<file path="src/design/tcphp_pkg.sv">
package tcphp_pkg;

    // Defaults for the top-level parameters
    localparam int unsigned MAX_SEG_BYTES_DEF = 65535;
    localparam int unsigned QUEUE_DEPTH_DEF   = 2;

    // Fixed TCP header layout
    localparam logic [15:0] FIXED_HDR_BYTES = 16'd20;
    localparam logic [5:0]  FIXED_HDR_SHORT = 6'd20;
    localparam logic [3:0]  MIN_OFFSET_WORDS = 4'd5;

    // Configuration register map (word index = paddr[2])
    localparam logic       REG_MAX_HDR       = 1'b0;
    localparam logic [5:0] MAX_HDR_RESET     = 6'd60;

    typedef enum logic [1:0] {
        ST_OK         = 2'd0,
        ST_TOO_SHORT  = 2'd1,
        ST_BAD_HEADER = 2'd2
    } status_t;

    // One finished segment, as handed from the capture side to the evaluation side
    typedef struct packed {
        logic [15:0] total;
        logic [31:0] ports;
        logic [31:0] seq;
        logic [31:0] ack;
        logic [11:0] off_flags;
        logic [31:0] win_csum;
        logic [15:0] urgent;
    } seg_rec_t;

    // Queue handshake status
    typedef struct packed {
        logic empty;
        logic full;
    } q_stat_t;

    // Result item
    typedef struct packed {
        status_t     status;
        logic [15:0] source_port;
        logic [15:0] dest_port;
        logic [31:0] sequence_number;
        logic [31:0] ack_number;
        logic [3:0]  offset_words;
        logic [7:0]  flag_bits;
        logic [15:0] window_size;
        logic [15:0] header_checksum;
        logic [15:0] urgent_pointer;
        logic [5:0]  options_bytes;
        logic [15:0] payload_bytes;
    } result_t;

endpackage

</file>
<file path="src/design/tcp_header_parser.sv">
// TCP header parser. Bytes of a TCP segment stream in on s_tdata, one per
// transfer, with s_tlast on the final byte. The block captures the 20-byte
// fixed header and counts the segment length (saturating at
// MAX_SEGMENT_BYTES); for every segment it emits exactly one result transfer
// on the m_ side, with status on m_tuser and all header fields plus the
// options and payload lengths on m_tdata. Status: ok, too_short (segment
// under 20 bytes, all other fields zero; or segment shorter than the header
// length) or bad_header (offset below 5 words or header longer than
// max_header_bytes). Rate: one byte per clock while s_tready is high, with no
// gap between segments; a segment's record enters the queue as its last byte
// is taken, and m_tvalid rises once the output register loads that record,
// at up to one result per clock. The capture side and the evaluation
// side are joined by a QUEUE_DEPTH-entry record queue; s_tready drops only
// while that queue is full, i.e. after m_tready has been held low long enough
// for QUEUE_DEPTH results to back up behind the output register.
// max_header_bytes sits at byte address 0 of the APB port (reset 60) and is
// to be written only while no segment is in flight.
module tcp_header_parser #(
    parameter int unsigned MAX_SEGMENT_BYTES = tcphp_pkg::MAX_SEG_BYTES_DEF,
    parameter int unsigned QUEUE_DEPTH       = tcphp_pkg::QUEUE_DEPTH_DEF
) (
    input  logic         aclk,
    input  logic         aresetn,

    // byte stream in
    input  logic         s_tvalid,
    output logic         s_tready,
    input  logic [7:0]   s_tdata,   // [7:0] seg_byte
    input  logic         s_tlast,   // last_byte

    // result out
    output logic         m_tvalid,
    input  logic         m_tready,
    // [15:0] source_port, [31:16] dest_port, [63:32] sequence_number,
    // [95:64] ack_number, [99:96] offset_words, [107:100] flag_bits,
    // [123:108] window_size, [139:124] header_checksum,
    // [155:140] urgent_pointer, [161:156] options_bytes,
    // [177:162] payload_bytes, [183:178] zero
    output logic [183:0] m_tdata,
    output logic [1:0]   m_tuser,   // [1:0] status

    // APB configuration
    input  logic         psel,
    input  logic         penable,
    input  logic         pwrite,
    input  logic [2:0]   paddr,
    input  logic [31:0]  pwdata,
    output logic [31:0]  prdata,
    output logic         pready
);
    import tcphp_pkg::*;

    logic       rd_sel;
    logic [5:0] max_hdr_q_reg;
    logic [5:0] max_hdr_next;
    logic       cfg_write;

    logic       in_accept;
    logic       push;
    seg_rec_t   push_rec;
    seg_rec_t   head_rec;
    q_stat_t    q_stat;
    logic       pop;
    result_t    result;

    // ---------------- configuration ----------------
    assign pready    = 1'b1;
    assign cfg_write = psel & penable & pwrite & pready;

    always_comb begin
        max_hdr_next = max_hdr_q_reg;
        if (cfg_write && paddr[2] == REG_MAX_HDR) begin
            max_hdr_next = pwdata[5:0];
        end
    end

    always_ff @(posedge aclk) begin
        if (!aresetn) begin
            max_hdr_q_reg <= MAX_HDR_RESET;
        end else begin
            max_hdr_q_reg <= max_hdr_next;
        end
    end

    // readback select
    assign rd_sel = (paddr[2] == REG_MAX_HDR);
    assign prdata = rd_sel ? {26'd0, max_hdr_q_reg} : 32'd0;

    // ---------------- front: byte capture ----------------
    assign s_tready  = ~q_stat.full;
    assign in_accept = s_tvalid & s_tready;

    tcphp_front #(
        .MAX_SEGMENT_BYTES(MAX_SEGMENT_BYTES)
    ) u_front (
        .aclk      (aclk),
        .aresetn   (aresetn),
        .in_accept (in_accept),
        .in_byte   (s_tdata),
        .in_last   (s_tlast),
        .push      (push),
        .rec       (push_rec)
    );

    // ---------------- segment record queue ----------------
    tcphp_queue #(
        .DEPTH(QUEUE_DEPTH)
    ) u_queue (
        .aclk      (aclk),
        .aresetn   (aresetn),
        .push      (push),
        .push_data (push_rec),
        .pop       (pop),
        .pop_data  (head_rec),
        .stat      (q_stat)
    );

    // ---------------- back: status and lengths ----------------
    tcphp_back u_back (
        .aclk      (aclk),
        .aresetn   (aresetn),
        .rec_valid (~q_stat.empty),
        .rec       (head_rec),
        .max_hdr   (max_hdr_q_reg),
        .out_ready (m_tready),
        .pop       (pop),
        .out_valid (m_tvalid),
        .result    (result)
    );

    assign m_tuser = result.status;
    assign m_tdata = {6'd0,
                      result.payload_bytes,
                      result.options_bytes,
                      result.urgent_pointer,
                      result.header_checksum,
                      result.window_size,
                      result.flag_bits,
                      result.offset_words,
                      result.ack_number,
                      result.sequence_number,
                      result.dest_port,
                      result.source_port};

endmodule

</file>
<file path="src/design/tcphp_front.sv">
module tcphp_front #(
    parameter int unsigned MAX_SEGMENT_BYTES = tcphp_pkg::MAX_SEG_BYTES_DEF
) (
    input  logic               aclk,
    input  logic               aresetn,
    input  logic               in_accept,
    input  logic [7:0]         in_byte,
    input  logic               in_last,
    output logic               push,
    output tcphp_pkg::seg_rec_t rec
);
    import tcphp_pkg::*;

    localparam logic [15:0] MAX_SEG = 16'(MAX_SEGMENT_BYTES);

    logic [15:0] pos_reg;
    logic [15:0] pos_next;
    seg_rec_t    cap_reg;
    seg_rec_t    cap_next;

    // Fold the current byte into the header captures
    always_comb begin
        cap_next = cap_reg;
        if (pos_reg < 16'd4) begin
            cap_next.ports = {cap_reg.ports[23:0], in_byte};
        end else if (pos_reg < 16'd8) begin
            cap_next.seq = {cap_reg.seq[23:0], in_byte};
        end else if (pos_reg < 16'd12) begin
            cap_next.ack = {cap_reg.ack[23:0], in_byte};
        end else if (pos_reg == 16'd12) begin
            cap_next.off_flags = {in_byte[7:4], cap_reg.off_flags[7:0]};
        end else if (pos_reg == 16'd13) begin
            cap_next.off_flags = {cap_reg.off_flags[11:8], in_byte};
        end else if (pos_reg < 16'd18) begin
            cap_next.win_csum = {cap_reg.win_csum[23:0], in_byte};
        end else if (pos_reg < FIXED_HDR_BYTES) begin
            cap_next.urgent = {cap_reg.urgent[7:0], in_byte};
        end
        // saturating length including this byte
        cap_next.total = (pos_reg >= MAX_SEG) ? MAX_SEG : pos_reg + 16'd1;
    end

    always_comb begin
        pos_next = pos_reg;
        if (in_accept) begin
            pos_next = in_last ? 16'd0 : cap_next.total;
        end
    end

    always_ff @(posedge aclk) begin
        if (!aresetn) begin
            pos_reg <= 16'd0;
        end else begin
            pos_reg <= pos_next;
        end
    end

    // Field captures are fully rewritten by any segment of 20 bytes or more
    always_ff @(posedge aclk) begin
        if (in_accept) begin
            cap_reg <= cap_next;
        end
    end

    assign push = in_accept & in_last;
    assign rec  = cap_next;

endmodule

</file>
<file path="src/design/tcphp_queue.sv">
module tcphp_queue #(
    parameter int unsigned DEPTH = tcphp_pkg::QUEUE_DEPTH_DEF
) (
    input  logic                aclk,
    input  logic                aresetn,
    input  logic                push,
    input  tcphp_pkg::seg_rec_t push_data,
    input  logic                pop,
    output tcphp_pkg::seg_rec_t pop_data,
    output tcphp_pkg::q_stat_t  stat
);
    import tcphp_pkg::*;

    localparam int unsigned     AW       = (DEPTH > 1) ? $clog2(DEPTH) : 1;
    localparam int unsigned     CW       = $clog2(DEPTH + 1);
    localparam logic [AW-1:0]   LAST_IDX = AW'(DEPTH - 1);
    localparam logic [CW-1:0]   FULL_CNT = CW'(DEPTH);

    seg_rec_t      entry_reg [DEPTH];
    logic [AW-1:0] wr_idx_reg;
    logic [AW-1:0] wr_idx_next;
    logic [AW-1:0] rd_idx_reg;
    logic [AW-1:0] rd_idx_next;
    logic [CW-1:0] count_reg;
    logic [CW-1:0] count_next;

    assign stat.empty = (count_reg == '0);
    assign stat.full  = (count_reg == FULL_CNT);

    // indexes wrap at DEPTH, so any depth works
    always_comb begin
        wr_idx_next = wr_idx_reg;
        if (push) begin
            wr_idx_next = (wr_idx_reg == LAST_IDX) ? '0 : wr_idx_reg + 1'b1;
        end
    end

    always_comb begin
        rd_idx_next = rd_idx_reg;
        if (pop) begin
            rd_idx_next = (rd_idx_reg == LAST_IDX) ? '0 : rd_idx_reg + 1'b1;
        end
    end

    assign count_next = count_reg + CW'(push) - CW'(pop);

    always_ff @(posedge aclk) begin
        if (!aresetn) begin
            wr_idx_reg <= '0;
            rd_idx_reg <= '0;
            count_reg  <= '0;
        end else begin
            wr_idx_reg <= wr_idx_next;
            rd_idx_reg <= rd_idx_next;
            count_reg  <= count_next;
        end
    end

    always_ff @(posedge aclk) begin
        if (push) begin
            entry_reg[wr_idx_reg] <= push_data;
        end
    end

    assign pop_data = entry_reg[rd_idx_reg];

endmodule

</file>
<file path="src/design/tcphp_back.sv">
module tcphp_back (
    input  logic                aclk,
    input  logic                aresetn,
    input  logic                rec_valid,
    input  tcphp_pkg::seg_rec_t rec,
    input  logic [5:0]          max_hdr,
    input  logic                out_ready,
    output logic                pop,
    output logic                out_valid,
    output tcphp_pkg::result_t  result
);
    import tcphp_pkg::*;

    logic        valid_reg;
    logic        valid_next;
    result_t     res_reg;
    result_t     res_next;
    logic        load;
    logic [3:0]  offs;
    logic [5:0]  hdr_len;

    assign load = rec_valid && (!valid_reg || out_ready);
    assign offs    = rec.off_flags[11:8];
    assign hdr_len = {offs, 2'b00};

    always_comb begin
        res_next = '0;
        if (rec.total < FIXED_HDR_BYTES) begin
            res_next.status = ST_TOO_SHORT;
        end else begin
            res_next.source_port     = rec.ports[31:16];
            res_next.dest_port       = rec.ports[15:0];
            res_next.sequence_number = rec.seq;
            res_next.ack_number      = rec.ack;
            res_next.offset_words    = offs;
            res_next.flag_bits       = rec.off_flags[7:0];
            res_next.window_size     = rec.win_csum[31:16];
            res_next.header_checksum = rec.win_csum[15:0];
            res_next.urgent_pointer  = rec.urgent;
            if (offs < MIN_OFFSET_WORDS || hdr_len > max_hdr) begin
                res_next.status = ST_BAD_HEADER;
            end else if (rec.total < {10'd0, hdr_len}) begin
                res_next.status = ST_TOO_SHORT;
            end else begin
                res_next.status        = ST_OK;
                res_next.options_bytes = hdr_len - FIXED_HDR_SHORT;
                res_next.payload_bytes = rec.total - {10'd0, hdr_len};
            end
        end
    end

    always_comb begin
        valid_next = valid_reg;
        if (load) begin
            valid_next = 1'b1;
        end else if (out_ready) begin
            valid_next = 1'b0;
        end
    end

    always_ff @(posedge aclk) begin
        if (!aresetn) begin
            valid_reg <= 1'b0;
        end else begin
            valid_reg <= valid_next;
        end
    end

    always_ff @(posedge aclk) begin
        if (load) begin
            res_reg <= res_next;
        end
    end

    assign pop       = load;
    assign out_valid = valid_reg;
    assign result    = res_reg;

endmodule

</file>
<file path="config.mk">
export PLATFORM = sky130hd
export DESIGN_NAME = tcp_header_parser
export DESIGN_NICKNAME = d
export VERILOG_FILES = /design/src/design/tcphp_pkg.sv /design/src/design/tcp_header_parser.sv /design/src/design/tcphp_front.sv /design/src/design/tcphp_queue.sv /design/src/design/tcphp_back.sv
export SDC_FILE = /design/constraint.sdc
export NUM_CORES = 1
export LEC_CHECK = 0
export BUFFER_PORTS_ARGS = -buffer_cell sky130_fd_sc_hd__buf_2
export CAP_MARGIN = 20
export CORE_AREA = 8 8 240 289
export DETAILED_ROUTE_END_ITERATION = 10
export DIE_AREA = 0 0 248 297
export SETUP_SLACK_MARGIN = 0.15
export SLEW_MARGIN = 0
export SYNTH_ARGS = -nofsm -noshare
export SYNTH_HDL_FRONTEND = slang
export SYNTH_HIERARCHICAL = 1
export SYNTH_SLANG_ARGS = --single-unit
</file>
<file path="constraint.sdc">
create_clock -name aclk -period 44.6 [get_ports aclk]
set_clock_uncertainty 0.15 [all_clocks]
set_input_delay 6.69 -clock aclk [delete_from_list [all_inputs] [get_ports aclk]]
set_output_delay 6.69 -clock aclk [all_outputs]
set_load 0.02 [all_outputs]
</file>
After elaboration in Yosys (flattened, before gate mapping)
Memories as Yosys holds them, arrays and structs flattened. A register that Yosys moved wholly into a read port is not among the register bits.
Cells that the tools add are included.
{"block": "word_totals", "output_inout_bits": 221, "word_cells": 86, "rom_bits": 0, "reg_bits": 363, "mem_count": 1, "input_bits": 51, "mem_bits_rw": 344, "latchBits": 0}
{"block": "op_classes", "n_eq_ne": 3, "addsub": 7, "n_shift": 0, "n_bitwise": 7, "n_mul": 0, "n_div": 0, "muxes": 26, "magnitude_cmp": 10, "reduce_logical": 8}
{"name": "u_queue.entry_reg", "words": 2, "width": 172, "rd": 1, "rd_ports_with_merged_regs": 1, "wr": 1, "line_no": "tcphp_queue.sv:19", "source": "seg_rec_t entry_reg [DEPTH];"}
{"op": "$mux 32", "count": 4}
{"op": "$mux 124", "count": 1}
{"op": "$mux 48", "count": 2}
{"op": "$mux 92", "count": 1}
{"op": "$mux 16", "count": 4}
{"op": "$mux 60", "count": 1}
{"op": "$lt 16x5->1 const B", "count": 3}
{"op": "$eq 16x4->1 const B", "count": 2}
{"op": "$lt 16x4->1 const B", "count": 2}
{"op": "$add 16x1->16 const B", "count": 1}
{"op": "$ge 16x16->1 const B", "count": 1}
{"op": "$lt 16x3->1 const B", "count": 1}
{"op": "$lt 16x6->1", "count": 1}
{"op": "$sub 16x6->16", "count": 1}
{"op": "$mux 12", "count": 1}
{"op": "$mux 1", "count": 9}
{"op": "$mux 8", "count": 1}
{"op": "$gt 6x6->1", "count": 1}
{"op": "$mux 6", "count": 1}
{"op": "$sub 6x5->6 const B", "count": 1}
{"op": "$and 1x1->1", "count": 4}
{"op": "$lt 4x3->1 const B", "count": 1}
{"op": "$not 1->1", "count": 3}
{"op": "$reduce_or 3->1", "count": 1}
{"op": "other kinds (10)", "count": 13}

Depth between registers and ports, before layout
Gate-level depths: netlist of run 1.
{"block": "logic_depth", "word_depth": 8, "ltp_mapped": 13, "mapped_depth_nobuf": 9}

Hierarchy
The synthesis of run 1 kept the hierarchy.
{"mod": "tcphp_queue", "cells_each": 556, "n_inst": 1, "area_each_um2": 12949.9, "seq_area_each_um2": 10430.0}
{"mod": "tcphp_front", "cells_each": 507, "n_inst": 1, "area_each_um2": 8023.9, "seq_area_each_um2": 5004.8}
{"mod": "tcphp_back", "cells_each": 456, "n_inst": 1, "area_each_um2": 7225.7, "seq_area_each_um2": 5365.1}
{"mod": "tcp_header_parser", "cells_each": 71, "n_inst": 1, "area_each_um2": 591.8, "seq_area_each_um2": 120.1}

Worst setup path after synthesis of run 1
OpenSTA, ideal clock, no wires.
{"block": "synth_timing", "kind": "input to register", "from": "in s_tvalid", "to": "mem u_queue/entry_reg[0][0] (netlist name), enable pin", "cell_stages": 3, "n_path_buf": 0, "slack_ns": 21.824, "arrival_time_ns": 21.900, "setup_ns": 0.727, "required_ns": 43.723, "cell_sequence": "nor2b_1 > and2_1 > nor2b_1"}
{"block": "synth_via", "elab_chain_cells": 4}
{"item": "from (decl)", "line_no": "tcp_header_parser.sv:26", "source": "input logic s_tvalid,"}
{"item": "$and 1x1->1", "line_no": "tcp_header_parser.sv:91", "source": "assign in_accept = s_tvalid & s_tready;"}
{"item": "$and 1x1->1", "line_no": "tcphp_front.sv:65", "source": "assign push = in_accept & in_last;"}
{"item": "via push", "line_no": "tcp_header_parser.sv:59", "source": "logic push;"}
{"item": "$mux 1", "line_no": "tcphp_queue.sv:60", "source": "if (push) begin"}
{"item": "$mux 1 (implied by the code)", "line_no": "tcphp_queue.sv:61", "source": "entry_reg[wr_idx_reg] <= push_data;"}
{"item": "to (decl)", "line_no": "tcphp_queue.sv:19"}
The timed path passes the listed nets, and every way through them passes these cells.

Worst setup path after layout of run 1
{"block": "layout_timing", "from": "in paddr[2]", "to": "out prdata[0]"}
{"block": "layout_via", "elab_chain_cells": 1}
{"item": "from (decl)", "line_no": "tcp_header_parser.sv:46", "source": "input logic [2:0] paddr,"}
{"item": "$mux 6", "line_no": "tcp_header_parser.sv:87", "source": "assign prdata = rd_sel ? {26'd0, max_hdr_q_reg} : 32'd0;"}
{"item": "to (decl)", "line_no": "tcp_header_parser.sv:48", "source": "output logic [31:0] prdata,"}
No other way between the ends.

==> reports/metrics.cfg, run 1 <==
[layout]
drive_above_1_share_pct = 36.5
largest_register_ffs = 344
area_growth_pct = 13.6
nNetsFinal = 1879

[routing]
vias = 13800
drt-total-wl_mm = 55.9
avgViaCountPerCell = 5.10
drcViolationCount = 0
first_pass_iters = 4
met2_length_mm = 28.2
drt-met1-wl_mm = 24.0
route.met3.wl_mm = 2.59
drtIter0Drc = 866
wl_per_cell_um = 20.7
ant_nets = 0
top_layer_used = met5

[worst_setup_path]
crit_slowest_cell = and2b_2
cp-start-kind = primary input
timing.rr.end = u_back/result[5]
worstPathArrival_ns = 7.19
rr_worst_depth = 10
critPathTopFamily = buffers and inverters
slowest_delay_ns = 0.22
path_class = in2out
crit_top_cell = buf_2
crit_path_end_kind = output pin
path_max_fanout = 7
r2r_setup_slack_ns = 40.22
worst-path-buf-inv = 2
required_ns = 37.76
crit_chain = buf_2, and2b_2, buf_2

[clock_network]
clk_pin_slew_worst_paths_ns = 0.06
cts-htree-levels = 3
tritoncts = done
post-cts-setup-buffers = 0
numClockSinks = 706
cts_buffers = 72
cts_resized = 0
cts_hold_buf = 0
cts_buffer_depth = 3
worstSkewPairLatency_ns = 0.60
clockRootBuffer = clkbuf_16

[power_and_ir_drop]
p_leak_nw = 11.5
p_per_area_nw_per_um2 = 60.5
ir_drop_mv = 0.0535
power_mw = 1.98

[synth]
synth-seq-cells = 706
ys.warnings.count = 6
synth_edf_count = 678
synthTopCellsByArea = edfxtp_1 71%, mux2_2 8.3%, mux2_4 5.7%
netlist_instances = 1590
synth_cell_types = 63
yosysSeqAreaShare_pct = 72.7
synth_top_cell_area_share_pct = 70.7
syn_area_um2 = 28800
synth_ff_type = edfxtp_1
synth_top_area_cell = edfxtp_1
avgSynthCellArea_um2 = 18.1
synthArstFlopShare_pct = 0

[timing]
timing.final.crit_share_pct = 31.5
hold_viol = 0
fmax_ghz = 0.0713
tns_ns = 0
maxSlewViolCount = 0
grt_setup_unrepaired = false
tightest_slew_ns = 1.09
min_period_ns = 14.03
setup_violations = 0
relSlewSlack_pct = 27.6

[floorplanning]
core-area_um2 = 64800
start_util_pct = 44.4
fp.dieH_um = 297
die_area_um2 = 73700
row_count = 103
die_w_um = 248
ios = 272

[global_route]
grt_pass1_wl_mm = 86.3
grt_pass1_vias = 14500
grt_max_degree = 133
grt.total_usage_pct = 15.1
grt_overflow = 0
antenna_found_initial = 1

[hold_path]
min_path_type = reg2reg
min_path_cells = 2
min_to = max_hdr_q_reg[0]
min_from = max_hdr_q_reg[0]

[placement]
gp_congestion = 0.790
portBuffers = 208
detailed_place_hpwl_mm = 33.0

[run]
maxCapViolCount = 0

[status]
status = finished, final reports clean

[placed cells by master, fill, tap and decap left out, types with 7 or more instances in the layout]
cell type / synthesis / final
nand4_1: 7 / 7
and2_1: 164 / 163
mux2i_1: 7 / 7
inv_1: 24 / 24
edfxtp_1: 678 / 678
buf_4: 37 / 17
ha_1: 14 / 14
mux2_4: 110 / 110
nor2_1: 15 / 15
xnor2_1: 9 / 9
dfxtp_1: 28 / 27
nand2_1: 21 / 21
o21ai_0: 15 / 15
clkbuf_16: 0 / 74
and3_1: 9 / 9
clkinv_2: 0 / 11
mux2_2: 213 / 213
clkinv_1: 0 / 12
conb_1: 3 / 35
nor2b_1: 20 / 17
nand3_1: 9 / 8
a211oi_1: 10 / 9
nor3_1: 18 / 18
a21oi_1: 12 / 12
buf_2: 23 / 208
clkbuf_1: 19 / 11
[routing by layer]
metal	up-vias	track usage [%]
met5	-	0
met4	2	4.88
met3	73	2.68
met2	321	26.1
met1	6989	19.2
li1	6415	-
[worst max-delay path by stage]
stage / depth (start not counted) / start / to / slack, ns
2_1_floorplan: 3 / s_tvalid / u_queue/entry_reg[0][0] / 21.82
6_report: 3 / paddr[2] / prdata[0] / 30.57
3_5_place_dp: 3 / paddr[2] / prdata[0] / 30.57
4_1_cts: 3 / paddr[2] / prdata[0] / 30.57
5_1_grt: 3 / paddr[2] / prdata[1] / 30.53
3_3_place_gp: 3 / paddr[2] / prdata[1] / 30.58
[area by class of cell]
class	instances	area (um^2)
Antenna cell	2	5.00
Clock buffer	85	1890
Clock inverter	40	400
Fill cell	5371	32100
Inverter	24	90.1
Multi-Input combinational cell	783	7140
Sequential cell	706	20900
Tap cell	840	1050
Timing Repair Buffer	226	1190
[synthesized netlist by cell type (4+ instances only)]
cell	count
edfxtp_1	678
mux2_2	213
and2_1	164
mux2_4	110
buf_4	37
buf_6	30
dfxtp_1	28
inv_1	24
buf_2	23
nand2_1	21
nor2b_1	20
clkbuf_1	19
nor3_1	18
nor2_1	15
o21ai_0	15
ha_1	14
a21oi_1	12
a211oi_1	10
and3_1	9
nand3_1	9
xnor2_1	9
mux2i_1	7
nand4_1	7
and2b_2	6
and4_1	6
mux2_1	6
nor4_1	5
o31ai_1	5
or4_1	5
a21o_1	4
a31oi_1	4
o21a_1	4
or3_1	4
[logic make-up after synthesis]
group / after synthesis / synth area share [%]
flip-flops: 706 / 72.7
XOR/XNOR: 13 / 0.443
AND/OR/NAND/NOR: 313 / 6.83
adder cells (fa/ha/maj): 15 / 0.678
buffers and inverters: 133 / 3.10
AO/OA/AOI/OAI: 71 / 1.70
multiplexers: 336 / 14.5
other: 3 / 0.0391
[report_power, final]
group          internal (mW)  switching [mW]  leakage [nW]  total (mW)
Combinational          0.176           0.267          3.82       0.443
Sequential             0.900          0.0466          6.58       0.947
Clock                  0.340           0.246          1.11       0.586
[through the flow]
stage | worst slack [ns] | hold slack, ns | util (%) | instance area [um^2] | cells
2_1_floorplan | 21.82 | 0.294 | - | 28900 | 1622
3_3_place_gp | 30.58 | 0.323 | 46.9 | 30400 | 2579
3_5_place_dp | 30.57 | 0.337 | 46.9 | 30400 | 2579
4_1_cts | 30.57 | 0.347 | 50.4 | 32700 | 2704
5_1_grt | 30.53 | 0.373 | 50.4 | 32700 | 2704
6_report | 30.57 | 0.343 | 50.4 | 32700 | 2706
[worst min-delay path: stages, from the launching register on]
cell	delay, ns
dfxtp_1	0.33
nand2_1	0.07
mux2i_1	0.05
Power figures use the tool's default switching activity.
==> run 2: changes to the inputs <==
PLACE_DENSITY = 0.65   (was default)
clock period = 11.2 ns   (was 44.6 ns; I/O delays follow)
==> run 2 against run 1 <==
  * Combinational power increased to 4.0 times the previous value
  * Sequential cell count unchanged
  * Setup slack got worse by 24 ns
  * Power increased to 4.0 times the previous value
  * Largest power group unchanged
  * Highest routed layer is now met4
==> reports/metrics.cfg, run 2 (same netlist as run 1, synthesis figures left out) <==
[layout]
layout_commonest_cell = edfxtp_1  ; unchanged
largest_register_ffs = 344  ; unchanged
diodes = 0  ; was 2
area_growth_pct = 13.3  ; was 13.6%
fin_util_pct = 50.3  ; was 50.4%
layout_common_cells = 678 x edfxtp_1, 213 x mux2_2, 208 x buf_2, 163 x and2_1, 110 x mux2_4  ; unchanged
fin_area_um2 = 32600  ; was 32700 um^2
nNetsFinal = 1872  ; was 1879
drive_above_1_share_pct = 36.0  ; was 36.5%

[clock_network]
cts_buffer_depth = 3  ; unchanged
cts_buffers = 68  ; was 72
tritoncts = done  ; unchanged
cts_hold_buf = 0  ; unchanged
post-cts-setup-buffers = 0  ; unchanged
cts_resized = 0  ; unchanged
cts-htree-levels = 3  ; unchanged
worstSkewPairLatency_ns = 0.59  ; was 0.60 ns
clockRootBuffer = clkbuf_16  ; unchanged
clk_pin_slew_worst_paths_ns = 0.06  ; about the same
numClockSinks = 706  ; unchanged

[timing]
grt_setup_unrepaired = false  ; unchanged
tightest_slew_ns = 1.05  ; was 1.09 ns
hold_viol = 0  ; unchanged
relSlewSlack_pct = 30.1  ; was 27.6%
min_period_ns = 4.83
fmax_ghz = 0.207
fin_ws_ns = 6.37  ; was 30.57 ns
setup_violations = 0  ; unchanged
timing.final.crit_share_pct = 43.1
tns_ns = 0  ; unchanged
maxSlewViolCount = 0  ; unchanged

[power_and_ir_drop]
p_per_area_nw_per_um2 = 240  ; was 60.5 nW/um^2
ir_drop_mv = 0.151  ; was 0.0535 mV
p_leak_nw = 11.5  ; about the same

[placement]
portBuffers = 208  ; unchanged
pre_cts_slack_ns = 5.94  ; was 30.57 ns
gp_congestion = 0.774  ; was 0.790
detailed_place_hpwl_mm = 33.5  ; was 33.0 mm
dpl_cell_area_um2 = 30400  ; about the same

[routing]
vias = 13900  ; was 13800
avgViaCountPerCell = 5.15  ; was 5.10
drcViolationCount = 0  ; unchanged
ant_nets = 0  ; unchanged
drt-total-wl_mm = 56.9  ; was 55.9 mm
drtIter0Drc = 783  ; was 866
first_pass_iters = 5  ; was 4
wl_per_cell_um = 21.1  ; was 20.7 um

[worst_setup_path]
path_max_fanout = 127  ; was 7
required_ns = 11.33  ; was 37.76 ns
cp-start-kind = flip-flop  ; was primary input
crit_path_end_kind = flip-flop  ; was output pin
worstPathArrival_ns = 4.96  ; was 7.19 ns
path_class = reg2reg  ; was in2out
r2r_setup_slack_ns = 6.37  ; was 40.22 ns

[run]
maxCapViolCount = 0  ; unchanged

[global_route]
antenna_found_initial = 1  ; unchanged
grt_pass1_wl_mm = 86.1  ; was 86.3 mm
grt_max_degree = 164  ; was 133
grt_overflow = 0  ; unchanged
grt.total_usage_pct = 15.2  ; was 15.1%
grt_pass1_vias = 14300  ; was 14500

[floorplanning]
ios = 272  ; unchanged
core-area_um2 = 64800  ; unchanged
die_area_um2 = 73700  ; unchanged
row_count = 103  ; unchanged
die_w_um = 248  ; unchanged
start_util_pct = 44.4  ; unchanged
fp.dieH_um = 297  ; unchanged

[hold_path]
min_from = max_hdr_q_reg[1]  ; was max_hdr_q_reg[0]
min_path_type = reg2reg  ; unchanged

[status]
status = finished, final reports clean  ; unchanged

-- run 2: cell types whose count changed in the layout (fill, tap and decap cells not counted), moves of 2 or more --
cell	delta
buf_12	+2
buf_4	-6
clkbuf_1	+5
clkbuf_16	-3
clkbuf_8	+5
clkinv_1	-2
clkinv_2	-7
clkinvlp_4	-4
diode_2	-2
inv_16	-2
-- run 2: final cells by class --
cell class | count | area, um^2
clock buffer | 92 | 1910
clock inverter | 26 | 304
fill | 5323 | 32200
inverter | 24 | 90.1
multi-input combinational | 783 | 7150
sequential | 706 | 20900
tap | 840 | 1050
timing repair buffer | 223 | 1210
-- run 2: path summary, 6_finish.rpt --
path                       to  depth (start not counted)
max          u_back/result[5]                         10
min          max_hdr_q_reg[1]                          2
max reg2reg  u_back/result[5]                         10
min reg2reg  max_hdr_q_reg[1]                          2
-- run 2: report_power, final --
group	switching (mW)	internal, mW
registers	0.195	3.58
clock network	0.951	1.33
logic	1.07	0.707
total	2.21	5.63
-- run 2: metal layers --
layer | global-route usage [%] | up-vias | wire [um] | share of wire (%)
met2 | 26.0 | 320 | 28700 | 50
met4 | 5.76 | 0 | 1680 | 2.9
met1 | 18.8 | 7082 | 23700 | 42
li1 | - | 6384 | - | -
met3 | 2.90 | 90 | 2800 | 4.9
met5 | 0 | - | 0 | 0
-- run 2: worst max-delay path, cell delays in order (launching register included) --
cell and delay [ns]:
dfxtp_4 0.88, buf_12 0.76, mux2_2 0.41, ha_1 0.20, inv_1 0.06, fa_1 0.41, a21o_1 0.26, a21o_1 0.26
a211oi_2 0.58, buf_4 0.32, a2111oi_0 0.10
-- run 2: through the flow --
step | total power [mW] | hold WS [ns] | std cells
floorplan | 5.10 | 0.294 | 1622
global placement | 5.60 | 0.320 | 2575
detailed placement | 5.64 | 0.339 | 2575
CTS | 7.95 | 0.347 | 2693
global route | 8.19 | 0.368 | 2694
finish | 7.84 | 0.351 | 2694
